<file path="src/rtl/min_priority_queue_with_delete_assert.svh">
// ----------------------------------------------------------------------------
// Assertion macros for the min priority queue.
// Shared property wrappers used by the RTL files that carry assertions.
// ----------------------------------------------------------------------------
`ifndef MIN_PRIORITY_QUEUE_WITH_DELETE_ASSERT_SVH
`define MIN_PRIORITY_QUEUE_WITH_DELETE_ASSERT_SVH

// Checked at every rising clock edge while reset is low.
`define MPQD_ASSERT(lbl, clk, rst, prop) \
   lbl: assert property (@(posedge clk) disable iff (rst) prop) \
      else $error("property violated");

// Checked at every rising clock edge, reset included.
`define MPQD_ASSERT_ALWAYS(lbl, clk, prop) \
   lbl: assert property (@(posedge clk) prop) \
      else $error("property violated");

`endif

</file>
<file path="src/rtl/mpqd_pkg.sv">
// ----------------------------------------------------------------------------
// Min priority queue package.
// Key type, request and status codes, and the control word of the cell row.
// ----------------------------------------------------------------------------
package mpqd_pkg;

   localparam int KEY_W    = 32;
   localparam int ACTION_W = 2;
   localparam int STATUS_W = 2;
   localparam int GROUP_W  = 16;

   typedef logic signed [KEY_W-1:0] key_type;

   localparam logic [ACTION_W-1:0] ACT_INSERT = 2'd0;
   localparam logic [ACTION_W-1:0] ACT_REMOVE = 2'd1;
   localparam logic [ACTION_W-1:0] ACT_QUERY  = 2'd2;

   localparam logic [STATUS_W-1:0] STATUS_OK        = 2'd0;
   localparam logic [STATUS_W-1:0] STATUS_FULL      = 2'd1;
   localparam logic [STATUS_W-1:0] STATUS_NOT_FOUND = 2'd2;
   localparam logic [STATUS_W-1:0] STATUS_EMPTY     = 2'd3;

   typedef struct packed {
      logic cmp;
      logic ins;
      logic del;
   } cell_ctl_type;

endpackage

</file>
<file path="src/rtl/mpqd_hit_tree.sv">
// ----------------------------------------------------------------------------
// Match reduction.
// Registers the OR of each group of cell match flags; the found flag is
// the OR of the registered group results.
// ----------------------------------------------------------------------------
module mpqd_hit_tree #(
   parameter int CAPACITY = 256
) (
   input  logic                clock,
   input  logic [CAPACITY-1:0] hit,
   output logic                found
);
   import mpqd_pkg::*;

   localparam int NUM_GROUPS = (CAPACITY + GROUP_W - 1) / GROUP_W;

   logic [NUM_GROUPS-1:0] group_ff, group_in;

   for (genvar g = 0; g < NUM_GROUPS; g++) begin : gen_group
      always_comb begin
         group_in[g] = 1'b0;
         for (int j = 0; j < GROUP_W; j++) begin
            if (g * GROUP_W + j < CAPACITY) begin
               group_in[g] = group_in[g] | hit[g * GROUP_W + j];
            end
         end
      end
   end

   always_ff @(posedge clock) begin
      group_ff <= group_in;
   end

   assign found = |group_ff;

endmodule

</file>
<file path="config.mk">
export PLATFORM = sky130hd
export DESIGN_NAME = mpqd_hit_tree
export DESIGN_NICKNAME = d
export VERILOG_FILES = /design/src/rtl/min_priority_queue_with_delete_assert.svh /design/src/rtl/mpqd_pkg.sv /design/src/rtl/mpqd_hit_tree.sv
export SDC_FILE = /design/constraint.sdc
export NUM_CORES = 1
export LEC_CHECK = 0
export ABC_AREA = 1
export BUFFER_PORTS_ARGS = -buffer_cell sky130_fd_sc_hd__buf_2
export CORE_AREA = 2 2 99 101
export CTS_BUF_LIST = sky130_fd_sc_hd__clkbuf_2 sky130_fd_sc_hd__clkbuf_4 sky130_fd_sc_hd__clkbuf_8
export DETAILED_ROUTE_END_ITERATION = 6
export DIE_AREA = 0 0 101 103
export SETUP_SLACK_MARGIN = 0.3
export SYNTH_ARGS = -nofsm -noshare
export SYNTH_HDL_FRONTEND = slang
export SYNTH_SLANG_ARGS = --single-unit
</file>
<file path="constraint.sdc">
create_clock -name clock -period 0.9 [get_ports clock]
set_input_delay 0.09 -clock clock [delete_from_list [all_inputs] [get_ports clock]]
set_output_delay 0.09 -clock clock [all_outputs]
set_load 0.03 [all_outputs]
</file>
==> After elaboration in Yosys (flattened, before gate mapping) <==
Index checks and enable logic that the tools add are counted.
Widths: inputs -> output; s select.
{ "word_totals": {"register_bits": 16, "output_inout_bits": 1, "word_cells": 242} }
{ "op_classes": {"bitwise_logic": 240, "n_reduce_logical": 1} }
{ "op_table": {"columns": ["op", "n"], "rows": [
  ["$or 1x1->1", 240],
  ["$reduce_or 16->1", 1]
]} }

==> Depth between registers and ports, before layout <==
Gate-level depths: netlist of run 1.
{ "logic_depth": {"word_depth": 15, "mapped_depth": 4, "ltp_nobuf": 4} }

==> Least setup slack after synthesis of run 1 <==
No wires, ideal clock.
{ "synth_path": {"path_type": "register to output", "start": "register group_ff[15]", "end": "output found", "t_arrival_ns": 0.690, "setup_slack_ns": 0.120, "stages_incl_launch_ff": 5, "path_cell_list": "dfxtp_1 nor2_1 nand2_1 nor2_1 nand2_1"} }
{ "synth_via": {"elab_chain_cells": 1} }
{ "synth_rtl": {"columns": ["element", "line_no", "text"], "rows": [
  ["start, declared", "mpqd_hit_tree.sv:17", "logic [NUM_GROUPS-1:0] group_ff, group_in;"],
  ["start signal, assigned", "mpqd_hit_tree.sv:31", "group_ff <= group_in;"],
  ["$reduce_or 16->1", "mpqd_hit_tree.sv:34", "assign found = |group_ff;"],
  ["end, declared", "mpqd_hit_tree.sv:11", "output logic found"]
]} }
Every way passes these cells.

==> Final worst setup path of run 1 <==
{ "layout_path": {"start": "register group_ff[7]", "end": "output found"} }
Same word-level chain as after synthesis.

==> flow_summary.json, run 1 <==
{
  "sw_frac_of_total": 0.237,
  "violations": "negative setup slack",
  "grt_overflow": 0,
  "critPathTopFamily": "simple AND/OR/NAND/NOR gates",
  "insertedDiodeCount": 0,
  "grt_pass1_wl_um": 8600,
  "h-tree-depth": 1,
  "critPathLaunchType": "flop",
  "powerDensity_nw_per_um2": 699,
  "synth_area_leaders": "nor2_1 (50%), dfxtp_1 (25%), nand2_1 (25%)",
  "synth.yosys.seq_area_share": 0.251,
  "relSlewSlack": 0.896,
  "p_int_mw": 1.47,
  "largest_reg_flops": 16,
  "regMostFlops": "group_ff",
  "core_um2": 9460,
  "pwr-share-clk": 0.259,
  "nets": 790,
  "dieArea_um2": 10400,
  "first_iter_violations": 21,
  "grt_pass1_vias": 2136,
  "yosysUniqueCellTypes": 3,
  "leakagePower_nw": 1.48,
  "grt_max_degree": 9,
  "ys.warnings.count": 0,
  "worst-path-buf-inv": 1,
  "fmax_mhz": 885,
  "cts.hold.buffers_added": 0,
  "post_dp_cell_area_um2": 2710,
  "n_fill_cell": 1070,
  "stdcell_area_um2": 2760,
  "setup_ws_ns": -0.229,
  "yosys.area.top_type": "nor2_1",
  "rows": 36,
  "initial_core_util": 0.135,
  "syn_nets": 528,
  "gp_congestion": 0.740,
  "synth_seq_cells": 16,
  "dr_total_vias": 2425,
  "final_antenna_net_count": 0,
  "outcome": "finished with violations",
  "hold_class": "primary input to flop",
  "worstMarginPinSlew_ns": 0.156,
  "synthesis.area_um2": 1280,
  "cp_max_fo": 1,
  "antenna_found_initial": 0,
  "die_h_um": 103,
  "die_x_um": 101,
  "critPathRequiredTime_ns": 0.81,
  "path_cells": "nor2_1 > nand2_1 > nor2_2 > nand2_2 > buf_6",
  "crit_path_end_kind": "output port",
  "maxCapViolations": 0,
  "p_sw_mw": 0.458,
  "dp_hpwl_um": 5730,
  "synth_top_area_frac": 0.500,
  "post-route-period-util": 1.25,
  "rsz0062_at_grt": "yes",
  "drt_wl_total_um": 6020,
  "hold_viol": 0,
  "seq_power_share": 0.367,
  "cts_root_buf": "clkbuf_8",
  "whs_ns": 0.104,
  "syn_to_final_growth_pct": 116,
  "grt.total_usage": 0.104,
  "cts_sinks": 16,
  "pre_cts_ws_ns": -0.0400,
  "reg_top3": "group_ff: 16 flops",
  "period_needed_ns": 1.13,
  "setup_viol": 1,
  "arrival_ns": 1.04,
  "startpoint": "group_ff[7]",
  "wl_per_cell_um": 9.34,
  "route.detailed.drc": 0,
  "cpPeakStageDelay_ns": 0.29,
  "vias_per_cell": 3.76,
  "synthCells": 271,
  "cts_setup_buffers": 0,
  "vdd_drop_max_mv": 0.314,
  "worstSetupPathDepth": 5,
  "port_buffers": 257,
  "clock_path_buffers": 2,
  "drive_gt1_frac": 0.495,
  "cts_buffers": 3,
  "crit_end": "found",
  "drt_first_pass_iters": 4,
  "pwr-share-comb": 0.374,
  "cts_tree": "done",
  "clkSlewWorstSetupHoldPaths_ns": 0.06,
  "io_pins": 258,
  "synth_area_per_cell_um2": 4.71,
  "slew_viol_final": 0,
  "critPathKind": "flop to output port",
  "slowest_stage": "dfxtp_1"
}
## layout make-up
type / instances / area [um2] / share of cell area
clock buffers: 3 / 41.3 / 0.0150
flip-flops and latches: 16 / 320 / 0.116
well taps: 114 / 143 / 0.0517
multi-input cells: 255 / 965 / 0.349
repair buffers: 257 / 1290 / 0.468
## power by group through the flow
stage	combinational [mW]	sequential (mW)	clock (mW)
after floorplan	0.162	0.724	0
after global placement	0.718	0.724	0
after detailed placement	0.729	0.724	0
after CTS	0.731	0.708	0.521
after global routing	0.827	0.708	0.556
final	0.721	0.709	0.500
## per-stage QoR
stage | cells | power (mW) | TNS (ns) | utilization
floorplan | 271 | 0.885 | 0 | -
global placement | 642 | 1.44 | -0.0466 | 0.286
detailed placement | 642 | 1.45 | -0.0400 | 0.286
CTS | 645 | 1.96 | -0.254 | 0.292
global route | 645 | 2.09 | -0.338 | 0.292
finish | 645 | 1.93 | -0.229 | 0.292
## repair_timing
item,4_1_cts,5_1_grt
resized for setup,3,1
endpoints found under the setup margin,1,1
pin swaps,3,2
## how the worst min path moves through the flow
stage	start	to	slack [ns]	cells past startpoint
CTS	hit[80]	group_ff[5]	0.10	5
floorplan	hit[5]	group_ff[0]	0.25	4
global placement	hit[144]	group_ff[9]	0.36	5
detailed placement	hit[80]	group_ff[5]	0.35	5
global route	hit[144]	group_ff[9]	0.13	5
finish	hit[80]	group_ff[5]	0.10	5
## layout by cell type, fill, tap and decap left out
cell,Yosys,routed
nor2_2,0,2
nand2_2,0,1
buf_2,0,256
clkbuf_8,0,3
buf_6,0,1
nor2_1,170,168
dfxtp_1,16,16
nand2_1,85,84
## tightest hold or removal path, delay by kind of cell
kind | cells | cell delay (ns)
AND/OR/NAND/NOR | 4 | 0.15
buffers and inverters | 1 | 0.07
## synthesized netlist by cell type
cell type	instances
nor2_1	170
nand2_1	85
dfxtp_1	16
## cells by family (layout without fill, tap and decap cells)
logic type	after synthesis	count (layout)	synth area share
AND/OR/NAND/NOR	255	255	0.749
buffers and inverters	0	260	0
flip-flops	16	16	0.251
## per-layer routing
metal	GRT usage	vias to the layer above	wire length [um]
met4	0.0281	0	55
met3	0.0136	4	477
met5	0	-	0
li1	-	1333	-
met1	0.118	960	2400
met2	0.205	128	3090
Note: power is estimated with default switching activity, not from simulation.
==> run 2, diff against run 1 <==
--- a/config.mk
+++ b/config.mk
@@ -7,10 +7,12 @@
 export LEC_CHECK = 0
 export ABC_AREA = 1
 export BUFFER_PORTS_ARGS = -buffer_cell sky130_fd_sc_hd__buf_2
-export CORE_AREA = 2 2 99 101
+export CORE_AREA = 2 2 101 103
 export CTS_BUF_LIST = sky130_fd_sc_hd__clkbuf_2 sky130_fd_sc_hd__clkbuf_4 sky130_fd_sc_hd__clkbuf_8
+export CTS_CLUSTER_DIAMETER = 50
 export DETAILED_ROUTE_END_ITERATION = 6
-export DIE_AREA = 0 0 101 103
+export DIE_AREA = 0 0 103 105
+export MAX_ROUTING_LAYER = met4
 export SETUP_SLACK_MARGIN = 0.3
 export SYNTH_ARGS = -nofsm -noshare
 export SYNTH_HDL_FRONTEND = slang
==> constraint.sdc (replaced) <==
create_clock -name clock -period 1 [get_ports clock]
set_input_delay 0.1 -clock clock [delete_from_list [all_inputs] [get_ports clock]]
set_output_delay 0.1 -clock clock [all_outputs]
set_load 0.03 [all_outputs]
==> flow_summary.json, run 2 (same netlist as run 1, synthesis figures left out) <==
{
  "outcome": "finished with violations",
  "violations": "negative setup slack",
  "dr_total_vias": 2334,
  "leakagePower_nw": 1.48,
  "cts.hold.buffers_added": 0,
  "mostFrequentLayoutCell": "buf_2",
  "min_to": "group_ff[13]",
  "cts_root_buf": "clkbuf_8",
  "vdd_drop_max_mv": 0.174,
  "maxCapViolations": 0,
  "post-route-period-util": 1.16,
  "critPathKind": "flop to output port",
  "antenna_found_initial": 0,
  "rows": 36,
  "period_needed_ns": 1.16,
  "rsz0062_at_grt": "yes",
  "fin_util": 0.289,
  "critPathRequiredTime_ns": 0.90,
  "relSlewSlack": 0.885,
  "p_sw_mw": 0.416,
  "grt_overflow": 0,
  "cts_tree": "done",
  "power_mw": 1.74,
  "pwr-share-comb": 0.369,
  "dp_hpwl_um": 5590,
  "grt_pass1_wl_um": 8950,
  "pwr-share-clk": 0.265,
  "initial_core_util": 0.133,
  "setup_viol": 1,
  "regMostFlops": "group_ff",
  "gp_congestion": 0.774,
  "hold_depth": 5,
  "first_iter_violations": 73,
  "syn_to_final_growth_pct": 118,
  "finalSetupTns_ns": -0.164,
  "drt_wl_total_um": 5960,
  "grt_pass1_vias": 2257,
  "post_dp_cell_area_um2": 2730,
  "core_um2": 9640,
  "cp_max_fo": 1,
  "cts_buffers": 3,
  "stdcell_count": 664,
  "worstMarginPinSlew_ns": 0.172,
  "sw_frac_of_total": 0.239,
  "seq_power_share": 0.367,
  "insertedDiodeCount": 0,
  "powerDensity_nw_per_um2": 624,
  "clock_path_buffers": 2,
  "startpoint": "group_ff[4]",
  "pre_cts_ws_ns": 0.0103,
  "largest_reg_flops": 16,
  "fmax_mhz": 859,
  "reg_top3": "group_ff: 16 flops",
  "vias_per_cell": 3.52,
  "p_int_mw": 1.32,
  "h-tree-depth": 1,
  "layout_common_cells": "buf_2 (256), nor2_1 (167), nand2_1 (84), dfxtp_1 (15)",
  "slew_viol_final": 0,
  "arrival_ns": 1.06,
  "drt_first_pass_iters": 4,
  "setup_ws_ns": -0.164,
  "die_x_um": 103,
  "stdcell_area_um2": 2790,
  "grt_max_degree": 9,
  "n_fill_cell": 1145,
  "hold_class": "primary input to flop",
  "nets": 790,
  "final_antenna_net_count": 0,
  "port_buffers": 257,
  "critPathLaunchType": "flop",
  "route.detailed.drc": 0,
  "placedCellCount": 661,
  "dieArea_um2": 10800,
  "grt.total_usage": 0.106,
  "drive_gt1_frac": 0.499,
  "io_pins": 258,
  "whs_ns": 0.106,
  "hp-start": "hit[213]",
  "cts_sinks": 16,
  "crit_path_end_kind": "output port",
  "clkSlewWorstSetupHoldPaths_ns": 0.06,
  "hold_viol": 0,
  "die_h_um": 105,
  "wl_per_cell_um": 8.97
}
-- run 2: layout make-up --
cell class                      instances  area, um2  area share
Timing Repair Buffer                  257       1290       0.463
Sequential cell                        16        322       0.115
Multi-Input combinational cell        255        967       0.347
Clock buffer                            3       41.3      0.0148
Tap cell                              133        166      0.0597
-- run 2: repair_timing --
item                       CTS  global route
pin swaps                    1             3
buffers inserted             0             0
setup endpoints to repair    1             1
gates resized for setup      3             3
-- run 2: metal layers --
metal / vias up / routed length [um] / GRT usage
met3: 2 / 546 / 0.0120
met5: - / 0 / -
li1: 1333 / - / -
met1: 883 / 2390 / 0.118
met2: 116 / 2980 / 0.196
met4: 0 / 36 / 0.0291
-- run 2: power groups by stage --
stage | sequential (mW) | combinational [mW] | clock (mW)
6_report | 0.638 | 0.641 | 0.460
5_1_grt | 0.637 | 0.738 | 0.515
4_1_cts | 0.637 | 0.648 | 0.494
3_5_place_dp | 0.651 | 0.646 | 0
3_3_place_gp | 0.651 | 0.642 | 0
2_1_floorplan | 0.651 | 0.145 | 0
-- run 2: worst max-delay path by stage --
stage,end,slack (ns),cells past startpoint
floorplan,found,0.24,4
global placement,found,0.02,5
detailed placement,found,0.01,5
CTS,found,-0.18,5
global route,found,-0.24,5
finish,found,-0.16,5
-- run 2: critical path: stages (launching register included) --
cell,delay [ns]
dfxtp_2,0.32
nor2_2,0.09
nand2_1,0.07
nor2_2,0.14
nand2_2,0.06
buf_6,0.14
