### src/rtl/min_priority_queue_with_delete_assert.svh
// ----------------------------------------------------------------------------
// Assertion macros for the min priority queue.
// Shared property wrappers used by the RTL files that carry assertions.
// ----------------------------------------------------------------------------
`ifndef MIN_PRIORITY_QUEUE_WITH_DELETE_ASSERT_SVH
`define MIN_PRIORITY_QUEUE_WITH_DELETE_ASSERT_SVH

// Checked at every rising clock edge while reset is low.
`define MPQD_ASSERT(lbl, clk, rst, prop) \
   lbl: assert property (@(posedge clk) disable iff (rst) prop) \
      else $error("property violated");

// Checked at every rising clock edge, reset included.
`define MPQD_ASSERT_ALWAYS(lbl, clk, prop) \
   lbl: assert property (@(posedge clk) prop) \
      else $error("property violated");

`endif

### src/rtl/mpqd_pkg.sv
// ----------------------------------------------------------------------------
// Min priority queue package.
// Key type, request and status codes, and the control word of the cell row.
// ----------------------------------------------------------------------------
package mpqd_pkg;

   localparam int KEY_W    = 32;
   localparam int ACTION_W = 2;
   localparam int STATUS_W = 2;
   localparam int GROUP_W  = 16;

   typedef logic signed [KEY_W-1:0] key_type;

   localparam logic [ACTION_W-1:0] ACT_INSERT = 2'd0;
   localparam logic [ACTION_W-1:0] ACT_REMOVE = 2'd1;
   localparam logic [ACTION_W-1:0] ACT_QUERY  = 2'd2;

   localparam logic [STATUS_W-1:0] STATUS_OK        = 2'd0;
   localparam logic [STATUS_W-1:0] STATUS_FULL      = 2'd1;
   localparam logic [STATUS_W-1:0] STATUS_NOT_FOUND = 2'd2;
   localparam logic [STATUS_W-1:0] STATUS_EMPTY     = 2'd3;

   typedef struct packed {
      logic cmp;
      logic ins;
      logic del;
   } cell_ctl_type;

endpackage

### src/rtl/mpqd_cell.sv
// ----------------------------------------------------------------------------
// Queue cell.
// Holds one key of the sorted row and its compare flags against the request
// key; shifts toward or away from the head on insert and remove.
// ----------------------------------------------------------------------------
module mpqd_cell (
   input  logic                  clock,
   input  mpqd_pkg::cell_ctl_type ctl,
   input  mpqd_pkg::key_type     key_b,
   input  logic                  occupied,
   input  logic                  prev_lt,
   input  mpqd_pkg::key_type     prev_key,
   input  mpqd_pkg::key_type     next_key,
   output mpqd_pkg::key_type     key_q,
   output logic                  lt_q,
   output logic                  eq_q
);
   import mpqd_pkg::*;

   key_type key_ff, key_in;
   logic    lt_ff, lt_in;
   logic    eq_ff, eq_in;

   always_comb begin
      key_in = key_ff;
      lt_in  = lt_ff;
      eq_in  = eq_ff;
      if (ctl.cmp) begin
         lt_in = occupied && (key_ff < key_b);
         eq_in = occupied && (key_ff == key_b);
      end
      if (ctl.ins && !lt_ff) begin
         key_in = prev_lt ? key_b : prev_key;
      end
      if (ctl.del && !lt_ff) begin
         key_in = next_key;
      end
   end

   always_ff @(posedge clock) begin
      key_ff <= key_in;
      lt_ff  <= lt_in;
      eq_ff  <= eq_in;
   end

   assign key_q = key_ff;
   assign lt_q  = lt_ff;
   assign eq_q  = eq_ff;

endmodule

### config.mk
export PLATFORM = sky130hd
export DESIGN_NAME = mpqd_cell
export DESIGN_NICKNAME = d
export VERILOG_FILES = /design/src/rtl/min_priority_queue_with_delete_assert.svh /design/src/rtl/mpqd_pkg.sv /design/src/rtl/mpqd_cell.sv
export SDC_FILE = /design/constraint.sdc
export NUM_CORES = 1
export LEC_CHECK = 0
export BUFFER_PORTS_ARGS = -buffer_cell sky130_fd_sc_hd__buf_4
export CAP_MARGIN = 20
export CORE_MARGIN = 2
export CORE_UTILIZATION = 41
export CTS_CLUSTER_DIAMETER = 120
export CTS_CLUSTER_SIZE = 14
export DETAILED_ROUTE_END_ITERATION = 16
export PLACE_DENSITY = 0.77
export SYNTH_ARGS = -nofsm -noshare
export SYNTH_HDL_FRONTEND = slang
export SYNTH_SLANG_ARGS = --single-unit
### constraint.sdc
create_clock -name clock -period 2.23 [get_ports clock]
set_input_delay 0.446 -clock clock [delete_from_list [all_inputs] [get_ports clock]]
set_output_delay 0.446 -clock clock [all_outputs]
set_load 0.01 [all_outputs]
---- After elaboration in Yosys (flattened, before gate mapping) ----
Index checks and enable logic that the tools add are counted.
word-level totals
  memory bits (writable) .................. 0
  ROM bits ................................ 0
  memories ................................ 0
  logic and storage cells ................. 14
  bits in latches ......................... 0
  flip-flop bits (word level) ............. 34
cells by class
  reductions and logical operators ........ 6
  magnitude comparators ................... 1
  shift operators ......................... 0
  multiply operators ...................... 0
  equal/unequal tests ..................... 1
  multiplexer cells ....................... 3
  bitwise operators ....................... 0
  div/mod/pow operators ................... 0
  add/sub/neg operators ................... 0
operators by type and width
  kind                         count
  2-to-1 mux 32 bit            3
  equality test 32 bit         1
  less-than comparator 32 bit  1
  logical AND 1 bit            4
  nonzero test 2 bit           1
  logical NOT 1 bit            1

---- Longest topological paths before layout ----
Gate-level depths: netlist of the first run.
  depth after elaboration ................. 4
  mapped depth ............................ 8

---- Worst setup path before layout of the first run ----
Ideal clock, no wire load.
  kind .................................... input to register
  from .................................... in ctl[1] in the netlist's numbering
  to ...................................... reg key_ff[0], in the netlist key_q[0], enable pin
  arrival ................................. 1844 ps
  stages on the path ...................... 2
  setup slack ............................. -36 ps
  buffers on the path ..................... 0
  setup time .............................. 422 ps
  path through ............................ nor2_1 -> nor2_1
on the way
  word-level cells in the longest chain between the ends .. 2
RTL lines
  element                              line             text
  from (decl)                          mpqd_cell.sv:8   input mpqd_pkg::cell_ctl_type ctl,
  logical AND 1 bit                    mpqd_cell.sv:32  if (ctl.ins && !lt_ff) begin
  nonzero test 2 bit (no source line)  --
  to (signal assigned)                 mpqd_cell.sv:41  key_ff <= key_in;
  to (decl)                            mpqd_cell.sv:20  key_type key_ff, key_in;
No other way between the ends.
A chain may end at the register's enable or synchronous reset.

---- Worst setup path in the final report of the first run ----
  from .................................... reg key_ff[9], in the netlist key_q[9]
  to ...................................... reg lt_ff, in the netlist lt_q, data pin
on the way
  word-level cells in the longest chain between the ends .. 2
RTL lines
  element                      line             text
  less-than comparator 32 bit  mpqd_cell.sv:29  lt_in = occupied && (key_ff < key_b);
  logical AND 1 bit            mpqd_cell.sv:29
  to (signal assigned)         mpqd_cell.sv:42  lt_ff <= lt_in;
  to (decl)                    mpqd_cell.sv:21  logic lt_ff, lt_in;
No other way between the ends.

==> reports/summary.log, run 1 <==
[sta] Max Slew Vio Count 0
[sta] worst slew pin tran 0.5771 ns
[clock_network] # clock sinks 34
[place] number of input and output port buffers inserted 135
[worst_setup_path] highest fanout seen on the critical path 2
[grt] wire length of the first global-routing pass 10.09 mm
[yosys] post-synthesis cell count 262
[finish] highest-count cells in the layout ignoring fill and taps sky130_fd_sc_hd__buf_4 (136), sky130_fd_sc_hd__nand2_1 (40), sky130_fd_sc_hd__o21ai_0 (36)
[drt] number of vias per cell 4.939
[sta] RSZ-0062 raised after global routing false
[worst_setup_path] critical path required time 2.26 ns
[place] half-perimeter wire length after detailed placement 5.235 mm
[yosys] share of synthesized area spent on multiplexers 13.06%
[clock_network] level count of the clock H-tree 2
[place] post-place instance area 3655 µm²
[power_and_ir_drop] leakage 1.867 nW
[sta] share of the clock period used by the worst path after layout 84.95%
[drt] 1st-pass router iterations 4
[yosys] synthesis warning total 0
[clock_network] root buffer selected by CTS sky130_fd_sc_hd__clkbuf_8
[die] die height 82.55 µm
[yosys] fraction of the mapped netlist area in simple logic gates 10.58%
[worst_setup_path] number of cells on the worst reg-to-reg path 7
[yosys] Yosys cell types 25
[clock_network] CTS resizes 0
[yosys] Main synth FF type sky130_fd_sc_hd__edfxtp_1
[worst_setup_path] Critical Path AT 1.93 ns
[yosys] Seq/Total Area, Yosys 40.36%
[clock_network] Post-CTS Setup Bufs 0
[yosys] number of storage elements in the synthesis netlist 34
[drt] post-detailed-route count of antenna-violating nets 0
[clock_network] Hold-fix buffers, CTS 0
[grt] number of antenna violations at the first check in global routing 0
[place] Cell Count Post-Placement 464
[finish] layout cell share with drive strength beyond 1 37.78%
[yosys] post-synth design cell area 2530 µm²
[sta] count of endpoints failing setup in the final report 0
[run] reported max-cap violation count 0
[die] effective utilization at floorplan 42.48%
[finish] relative area change from synthesis to final layout 47.63%
[grt] number of global-route vias before repair 2337
[die] chip width 82.55 µm
[sta] Slew headroom 61.53%
[drt] total via count after detailed routing 2331
[finish] antenna diode instance count 0
[clock_network] clock edge transition at the registers on the reported setup and hold paths 0.07 ns
[finish] finished layout cell area 3735 µm²
[sta] clock period minus worst slack 1.894 ns
[clock_network] clock tree from TritonCTS done
[power_and_ir_drop] power density of the placed cells 518.8 nW/µm²
[hold_path] worst hold path class primary input to flip-flop
[clock_network] maximum root-to-sink buffer count 2
[finish] number of nets in the layout 530
[yosys] parity-gate share of the synthesized area counting xor and xnor cells 0%
[worst_setup_path] type of the worst setup path flip-flop to flip-flop
[drt] Iter 0 DRT Violations 58
[yosys] Async S/R FF share, synth 0%
[worst_setup_path] critical path startpoint category flip-flop
[sta] highest clock frequency the design can meet 527.9 MHz
[grt] maximum number of pins on one net before global-route repair 65
[yosys] number of flops mapped to enable cells by yosys 34
[drt] WL final 6.532 mm
[die] Rows 28
[power_and_ir_drop] power after layout 1.938 mW
[yosys] Mapped Avg Cell Area 9.656 µm²
[sta] post-route setup TNS 0 ns
[grt] total congestion overflow 0
[power_and_ir_drop] Max IR drop VDD 0.0003358 V
[run_status] status finished, final reports clean
[yosys] compound-cell area share of the yosys netlist 13.35%
[hold_path] cell count of the worst hold path 1
[die] ports placed on the boundary 136
[drt] DRC Markers 0
[worst_setup_path] crit path capture type flip-flop
[grt] total track usage 19.48%
[sta] count of final hold-check violations 0
[yosys] synthesized netlist net count 396
[die] overall die area 6815 µm²
[drt] routed wirelength normalized by instance count 13.84 µm
[place] GPL Wtd Cong 0.7560
[finish] most frequent standard cell in the layout excluding fill and tap cells sky130_fd_sc_hd__buf_4
[clock_network] cts bufs inserted 5
[die] CORE AREA 5956 µm²
[yosys] adder-cell share of the synthesized area 15.83%
[clock_network] worst-skew pair later-pin latency 0.28 ns
[finish] number of standard cells in the final layout excluding fillers 472
[sta] clock skew 0.01157 ns
[finish] utilization after layout 62.71%
[yosys] combinational family with the most area after synthesis adder cells
[finish] fill cell total of the finished layout 502
through the flow:
step	hold slack (ns)	setup WS, ns
after floorplan	0.5585	0.3712
after global placement	0.6610	0.1811
final	0.3750	0.3356
after CTS	0.3615	0.3127
after global routing	0.3611	0.1675
after detailed placement	0.6604	0.1549
path summary, 6_finish.rpt:
check | end | slack (ns) | start
max | lt_q | 0.34 | key_q[9]
min | eq_q | 0.37 | ctl[2]
max reg2reg | lt_q | 0.34 | key_q[9]
min reg2reg | key_q[8] | 0.82 | lt_q
critical path, cell delays in order, from the launching register on:
cell,delay [ns]
sky130_fd_sc_hd__edfxtp_1,0.43
sky130_fd_sc_hd__ha_1,0.32
sky130_fd_sc_hd__a21o_1,0.18
sky130_fd_sc_hd__nand3_1,0.08
sky130_fd_sc_hd__a21oi_2,0.07
sky130_fd_sc_hd__a2111oi_4,0.34
sky130_fd_sc_hd__a21oi_2,0.11
sky130_fd_sc_hd__mux2i_1,0.12
Yosys cell counts, drive strengths merged, types with 2 or more instances:
master | n | area (µm²)
a21o | 2 | 15.01
nand3 | 3 | 15.01
buf | 3 | 15.01
clkbuf | 8 | 30.03
nor2 | 4 | 15.01
o21a | 2 | 15.01
ha | 32 | 400.4
o21ai | 37 | 185.2
inv | 34 | 127.6
a21oi | 16 | 87.59
nor4 | 2 | 18.77
edfxtp | 34 | 1021
nand2 | 40 | 150.1
mux2i | 33 | 330.3
nand4 | 6 | 43.79
power by group:
part           leakage, nW  internal, mW  switching, mW
Sequential           0.336         0.805         0.0432
Combinational         1.49         0.353          0.313
Clock               0.0407         0.208          0.215
logic make-up (layout without fill, tap and decap cells):
| group | Yosys count | in the layout |
|---|---|---|
| AO/OA/AOI/OAI | 59 | 59 |
| adder cells (fa/ha/maj) | 32 | 32 |
| buffers and inverters | 45 | 180 |
| flip-flops | 34 | 34 |
| multiplexers | 33 | 33 |
| AND/OR/NAND/NOR | 59 | 59 |
area by class of cell:
| cell class | instances | area [µm²] | area share [%] |
|---|---|---|---|
| inverter | 34 | 127.6 | 3.417 |
| multi-input combinational | 183 | 1351 | 36.18 |
| timing repair buffer | 138 | 1061 | 28.41 |
| clock buffer | 5 | 68.82 | 1.843 |
| clock inverter | 3 | 11.26 | 0.3015 |
| sequential | 34 | 1021 | 27.34 |
| tap | 75 | 93.84 | 2.513 |
state kept, by name (all words and copies together), names as in the netlist:
signal / count
key_q: 32
eq_q: 1
lt_q: 1
metal layers:
layer	track usage, %	vias to the layer above	wire length (µm)
li1	-	1199	-
met1	21.99	1052	2679
met2	36.69	72	3377
met3	3.261	8	367
met4	6.721	0	108
met5	0	-	0
Note: power is estimated with default switching activity, not from simulation.
==> run 2: changes to the inputs <==
--- a/config.mk
+++ b/config.mk
@@ -5,14 +5,15 @@
 export SDC_FILE = /design/constraint.sdc
 export NUM_CORES = 1
 export LEC_CHECK = 0
+export ABC_AREA = 1
 export BUFFER_PORTS_ARGS = -buffer_cell sky130_fd_sc_hd__buf_4
 export CAP_MARGIN = 20
 export CORE_MARGIN = 2
-export CORE_UTILIZATION = 41
+export CORE_UTILIZATION = 46
 export CTS_CLUSTER_DIAMETER = 120
 export CTS_CLUSTER_SIZE = 14
 export DETAILED_ROUTE_END_ITERATION = 16
-export PLACE_DENSITY = 0.77
+export PLACE_DENSITY = 0.81
 export SYNTH_ARGS = -nofsm -noshare
 export SYNTH_HDL_FRONTEND = slang
 export SYNTH_SLANG_ARGS = --single-unit
==> constraint.sdc (replaced) <==
create_clock -name clock -period 1.86 [get_ports clock]
set_input_delay 0.372 -clock clock [delete_from_list [all_inputs] [get_ports clock]]
set_output_delay 0.372 -clock clock [all_outputs]
set_load 0.01 [all_outputs]
==> reports/summary.log, run 2 <==
[run_status] status finished, final reports clean
[worst_setup_path] origin of the worst setup path key_q[15]
[clock_network] worst-skew pair later-pin latency 0.29 ns
[place] GPL Wtd Cong 0.8668
[yosys] synthesized netlist net count 460
[yosys] synthesis warning total 0
[yosys] post-synthesis cell count 326
[yosys] Mapped Avg Cell Area 8.229 µm²
[yosys] most area-hungry cell type in the Yosys netlist sky130_fd_sc_hd__edfxtp_1
[power_and_ir_drop] power after layout 2.508 mW
[yosys] number of storage elements in the synthesis netlist 34
[worst_setup_path] type of the worst setup path flip-flop to flip-flop
[yosys] Seq/Total Area, Yosys 38.06%
[drt] total via count after detailed routing 2710
[place] number of input and output port buffers inserted 135
[worst_setup_path] Critical R2R Launch key_q[15]
[hold_path] worst hold path class primary input to flip-flop
[sta] post-route setup TNS 0 ns
[worst_setup_path] highest fanout seen on the critical path 2
[die] Rows 27
[drt] WL final 7.382 mm
[worst_setup_path] critical path, cell by cell ha_1, a21oi_1, o21ai_0, a21oi_2, nand2_1, nand2_1, nand3_1, nand2_1, nor2_1
[finish] highest-count cells in the layout ignoring fill and taps sky130_fd_sc_hd__buf_4 (141), sky130_fd_sc_hd__nand2_1 (93), sky130_fd_sc_hd__inv_1 (40)
[clock_network] level count of the clock H-tree 2
[grt] maximum number of pins on one net before global-route repair 63
[clock_network] # clock sinks 34
[drt] 1st-pass router iterations 4
[worst_setup_path] crit path capture type flip-flop
[finish] relative area change from synthesis to final layout 43.66%
[die] die height 80.37 µm
[yosys] Main synth FF type sky130_fd_sc_hd__edfxtp_1
[place] half-perimeter wire length after detailed placement 5.678 mm
[hold_path] hold path startpoint ctl[2]
[worst_setup_path] Critical Path AT 1.80 ns
[finish] flip-flop count of the largest register after layout 32
[grt] total congestion overflow 0
[drt] routed wirelength normalized by instance count 13.95 µm
[worst_setup_path] critical path startpoint category flip-flop
[clock_network] CTS resizes 0
[clock_network] cts bufs inserted 5
[sta] highest clock frequency the design can meet 568.8 MHz
[clock_network] maximum root-to-sink buffer count 2
[yosys] post-synth design cell area 2683 µm²
[power_and_ir_drop] power density of the placed cells 650.8 nW/µm²
[sta] clock skew 0.004189 ns
[worst_setup_path] Worst Path Buf+Inv 0
[worst_setup_path] kind of cell adding the most delay to the critical path compound AO/OA/AOI/OAI gates
[finish] number of standard cells in the final layout excluding fillers 529
[sta] count of endpoints failing setup in the final report 0
[sta] RSZ-0062 raised after global routing false
[sta] clock period minus worst slack 1.758 ns
[sta] share of the clock period used by the worst path after layout 94.52%
[power_and_ir_drop] leakage 1.974 nW
[sta] worst slew pin tran 0.5894 ns
[finish] number of nets in the layout 592
[worst_setup_path] cell seen most often among critical-path stages sky130_fd_sc_hd__nand2_1
[finish] antenna diode instance count 0
[worst_setup_path] Critical-path top delay cell sky130_fd_sc_hd__edfxtp_1
[grt] total track usage 23.73%
[finish] fill cell total of the finished layout 466
[power_and_ir_drop] Max IR drop VDD 0.0004576 V
[die] ports placed on the boundary 136
[sta] Slew headroom 60.71%
[clock_network] clock edge transition at the registers on the reported setup and hold paths 0.07 ns
[die] chip width 80.37 µm
[sta] Max Slew Vio Count 0
[worst_setup_path] critical path required time 1.90 ns
[clock_network] clock tree from TritonCTS done
[finish] layout cell share with drive strength beyond 1 35.45%
[drt] post-detailed-route count of antenna-violating nets 0
[grt] wire length of the first global-routing pass 11.80 mm
[grt] number of global-route vias before repair 2664
[drt] number of vias per cell 5.123
[sta] count of final hold-check violations 0
[clock_network] root buffer selected by CTS sky130_fd_sc_hd__clkbuf_8
[run] reported max-cap violation count 0
[clock_network] Hold-fix buffers, CTS 0
[yosys] most numerous cell types in the synthesized netlist sky130_fd_sc_hd__nand2_1 (94), sky130_fd_sc_hd__inv_1 (40), sky130_fd_sc_hd__edfxtp_1 (34), sky130_fd_sc_hd__nand3_1 (33), sky130_fd_sc_hd__ha_1 (32)
[die] overall die area 6459 µm²
[worst_setup_path] slowest cell delay on critical path 0.42 ns
[yosys] most area-consuming cells after synthesis sky130_fd_sc_hd__edfxtp_1 (38%), sky130_fd_sc_hd__ha_1 (15%), sky130_fd_sc_hd__nand2_1 (13%)
[yosys] number of flops mapped to enable cells by yosys 34
[yosys] Async S/R FF share, synth 0%
[drt] DRC Markers 0
[yosys] top cell type's share of synthesized area 38.06%
[yosys] most frequent cell after synthesis sky130_fd_sc_hd__nand2_1
[finish] most frequent standard cell in the layout excluding fill and tap cells sky130_fd_sc_hd__buf_4
[grt] number of antenna violations at the first check in global routing 0
[yosys] Yosys cell types 27
[clock_network] Post-CTS Setup Bufs 0
[place] Cell Count Post-Placement 523
[drt] Iter 0 DRT Violations 115
[die] effective utilization at floorplan 48.13%
[die] CORE AREA 5574 µm²
[run 2: cell count changes after synthesis, moves of 3 or more]
cell,before,now
sky130_fd_sc_hd__nand2_1,40,94
sky130_fd_sc_hd__mux2i_1,33,0
sky130_fd_sc_hd__o21ai_0,36,3
sky130_fd_sc_hd__nand3_1,3,33
sky130_fd_sc_hd__o211ai_1,0,30
sky130_fd_sc_hd__inv_1,34,40
sky130_fd_sc_hd__nor2_1,4,10
sky130_fd_sc_hd__clkbuf_1,8,12
sky130_fd_sc_hd__nand4_1,5,1
sky130_fd_sc_hd__nand2_2,0,3
[run 2: worst paths after layout]
path / endpoint / slack (ns) / cells past startpoint
worst min register to register: lt_q / 0.93 / 5
worst max-delay path: lt_q / 0.10 / 9
worst max register to register: lt_q / 0.10 / 9
worst min-delay path: lt_q / 0.29 / 1
[run 2: power by group]
| group | switching (mW) | internal [mW] |
|---|---|---|
| combinational | 0.500 | 0.468 |
| sequential | 0.0577 | 0.981 |
| clock | 0.257 | 0.244 |
[run 2: stage by stage]
step / instance area (µm²) / util [%] / setup WS [ns] / hold slack, ns
finish: 3854 / 69.14 / 0.1019 / 0.2917
CTS: 3841 / 68.91 / 0.1064 / 0.2864
detailed placement: 3769 / 67.61 / 0.06331 / 0.5827
global placement: 3769 / 67.61 / 0.1056 / 0.5835
global route: 3854 / 69.14 / 0.01094 / 0.2867
floorplan: 2685 / - / 0.1482 / 0.4845
[run 2: metal layers]
| layer | global-route usage [%] | share of wire, % | vias to the layer above |
|---|---|---|---|
| li1 | - | - | 1374 |
| met4 | 8.644 | 1.3 | 0 |
| met2 | 42.75 | 52 | 107 |
| met1 | 26.85 | 38 | 1219 |
| met3 | 6.067 | 8.8 | 10 |
| met5 | 0 | 0 | - |
[run 2: kinds of logic (layout without fill, tap and decap cells)]
group / Yosys count / after routing / synth area share [%]
simple gates: 149 / 149 / 25.09
buf+inv: 58 / 189 / 8.302
compound gates: 53 / 53 / 13.62
flops: 34 / 34 / 38.06
fa+ha+maj: 32 / 32 / 14.93
[run 2: final cells by class]
type,instances,area [µm²],area share [%]
clock buffers,5,68.82,1.786
clock inverters,1,3.754,0.09740
inverters,42,157.7,4.091
repair buffers,141,1059,27.47
well taps,72,90.09,2.338
multi-input cells,234,1454,37.73
flip-flops and latches,34,1021,26.49
==> run 3: changes to the inputs <==
--- a/config.mk
+++ b/config.mk
@@ -13,6 +13,7 @@
 export CTS_CLUSTER_DIAMETER = 120
 export CTS_CLUSTER_SIZE = 14
 export DETAILED_ROUTE_END_ITERATION = 16
+export GPL_TIMING_DRIVEN = 0
 export PLACE_DENSITY = 0.81
 export SYNTH_ARGS = -nofsm -noshare
 export SYNTH_HDL_FRONTEND = slang
==> reports/summary.log, run 3 (same netlist as run 2, synthesis figures left out) <==
[power_and_ir_drop] Max IR drop VDD 0.0003800 V
[sta] clock period minus worst slack 1.776 ns
[worst_setup_path] RR Endpoint lt_q
[worst_setup_path] Critical R2R Launch key_q[11]
[grt] number of global-route vias before repair 2861
[sta] clock skew 0.004567 ns
[clock_network] root buffer selected by CTS sky130_fd_sc_hd__clkbuf_8
[die] Rows 27
[sta] Slew headroom 65.88%
[finish] finished layout cell area 3964 µm²
[hold_path] worst hold path class primary input to flip-flop
[die] CORE AREA 5574 µm²
[worst_setup_path] flop-to-flop setup slack 0.08 ns
[grt] number of antenna violations at the first check in global routing 0
[drt] WL final 8.062 mm
[finish] highest-count cells in the layout ignoring fill and taps sky130_fd_sc_hd__buf_4 (136), sky130_fd_sc_hd__nand2_1 (90), sky130_fd_sc_hd__inv_1 (40)
[worst_setup_path] Critical path destination lt_q
[worst_setup_path] critical path startpoint category flip-flop
[finish] number of nets in the layout 603
[run_status] status finished, final reports clean
[drt] routed wirelength normalized by instance count 14.87 µm
[grt] total congestion overflow 0
[grt] total track usage 24.68%
[drt] 1st-pass router iterations 4
[sta] post-route setup TNS 0 ns
[worst_setup_path] Critical Path AT 1.83 ns
[die] effective utilization at floorplan 48.13%
[grt] wire length of the first global-routing pass 12.41 mm
[sta] count of endpoints failing setup in the final report 0
[worst_setup_path] type of the worst setup path flip-flop to flip-flop
[clock_network] clock edge transition at the registers on the reported setup and hold paths 0.07 ns
[sta] RSZ-0062 raised after global routing true
[drt] DRC Markers 0
[grt] maximum number of pins on one net before global-route repair 33
[worst_setup_path] critical path required time 1.91 ns
[place] GPL Wtd Cong 0.7846
[drt] Iter 0 DRT Violations 145
[clock_network] # clock sinks 34
[sta] highest clock frequency the design can meet 563.2 MHz
[die] ports placed on the boundary 136
[sta] worst slew pin tran 0.5118 ns
[worst_setup_path] origin of the worst setup path key_q[11]
[finish] most frequent standard cell in the layout excluding fill and tap cells sky130_fd_sc_hd__buf_4
[die] overall die area 6459 µm²
[clock_network] maximum root-to-sink buffer count 2
[die] die height 80.37 µm
[worst_setup_path] number of cells on the worst reg-to-reg path 10
[power_and_ir_drop] power density of the placed cells 657.3 nW/µm²
[clock_network] worst-skew pair later-pin latency 0.29 ns
[place] post-place instance area 3781 µm²
[die] chip width 80.37 µm
[clock_network] cts bufs inserted 5
[run] reported max-cap violation count 0
[clock_network] Hold-fix buffers, CTS 0
[clock_network] level count of the clock H-tree 2
[place] half-perimeter wire length after detailed placement 6.153 mm
[finish] flip-flop count of the largest register after layout 32
[place] number of input and output port buffers inserted 134
[worst_setup_path] crit path capture type flip-flop
[drt] total via count after detailed routing 2780
[sta] share of the clock period used by the worst path after layout 95.47%
[sta] Max Slew Vio Count 0
[drt] number of vias per cell 5.129
[power_and_ir_drop] leakage 2.001 nW
[worst_setup_path] highest fanout seen on the critical path 2
[finish] layout cell share with drive strength beyond 1 36.38%
[clock_network] clock tree from TritonCTS done
[drt] post-detailed-route count of antenna-violating nets 0
[sta] count of final hold-check violations 0
[finish] antenna diode instance count 0
[finish] relative area change from synthesis to final layout 47.76%
-- run 3: cell type report --
| class | instances | area (µm²) |
|---|---|---|
| well taps | 72 | 90.09 |
| clock buffers | 6 | 72.57 |
| repair buffers | 136 | 1021 |
| inverters | 42 | 157.7 |
| multi-input cells | 234 | 1526 |
| clock inverters | 2 | 8.758 |
| plain buffers | 16 | 66.31 |
| flip-flops and latches | 34 | 1021 |
| fillers | 461 | 1610 |
-- run 3: report_power, final --
| group | switching [mW] | internal (mW) | total (mW) |
|---|---|---|---|
| Sequential | 0.0586 | 0.981 | 1.04 |
| Clock | 0.282 | 0.258 | 0.540 |
| Combinational | 0.538 | 0.489 | 1.03 |
-- run 3: metrics by stage --
stage               instances  setup WS [ns]  utilization [%]  power [mW]  hold slack, ns
floorplan                 326         0.1482                -       1.574          0.4845
global placement          532        -0.1577            67.83       1.988          0.5839
detailed placement        532        -0.1692            67.83       2.019          0.5834
CTS                       540        0.01337            69.38       2.555          0.2812
global route              542       -0.04062            71.11       2.761          0.2802
finish                    542        0.08430            71.11       2.605          0.2882
-- run 3: per-layer routing --
| metal | global-route usage (%) | up-vias | routed length (µm) |
|---|---|---|---|
| li1 | - | 1402 | - |
| met5 | 0 | - | 0 |
| met1 | 28.14 | 1256 | 3177 |
| met3 | 4.382 | 12 | 487 |
| met2 | 45.75 | 110 | 4258 |
| met4 | 8.814 | 0 | 138 |
-- run 3: worst min-delay path by stage --
stage            to  slack, ns    from  depth (start not counted)
2_1_floorplan  eq_q       0.48  ctl[2]                          0
3_3_place_gp   lt_q       0.58  ctl[2]                          1
3_5_place_dp   lt_q       0.58  ctl[2]                          1
4_1_cts        eq_q       0.28  ctl[2]                          1
5_1_grt        lt_q       0.28  ctl[2]                          1
6_report       lt_q       0.29  ctl[2]                          1
-- run 3: worst max-delay path, stage by stage, from the launching register on --
cell,delay [ns]
sky130_fd_sc_hd__edfxtp_1,0.45
sky130_fd_sc_hd__ha_4,0.30
sky130_fd_sc_hd__nand2_2,0.04
sky130_fd_sc_hd__inv_2,0.08
sky130_fd_sc_hd__nand3_4,0.08
sky130_fd_sc_hd__nor3_4,0.19
sky130_fd_sc_hd__nand2_1,0.07
sky130_fd_sc_hd__nand2_1,0.08
sky130_fd_sc_hd__nand2_2,0.06
sky130_fd_sc_hd__a21oi_2,0.14
sky130_fd_sc_hd__nor2_1,0.04
-- run 3: repair_timing --
action / in CTS / in global routing
pin swaps: 0 / 8
gates cloned: 0 / 0
gates resized for setup: 1 / 14
endpoints found under the setup margin: 32 / 33
buffers inserted: 0 / 2
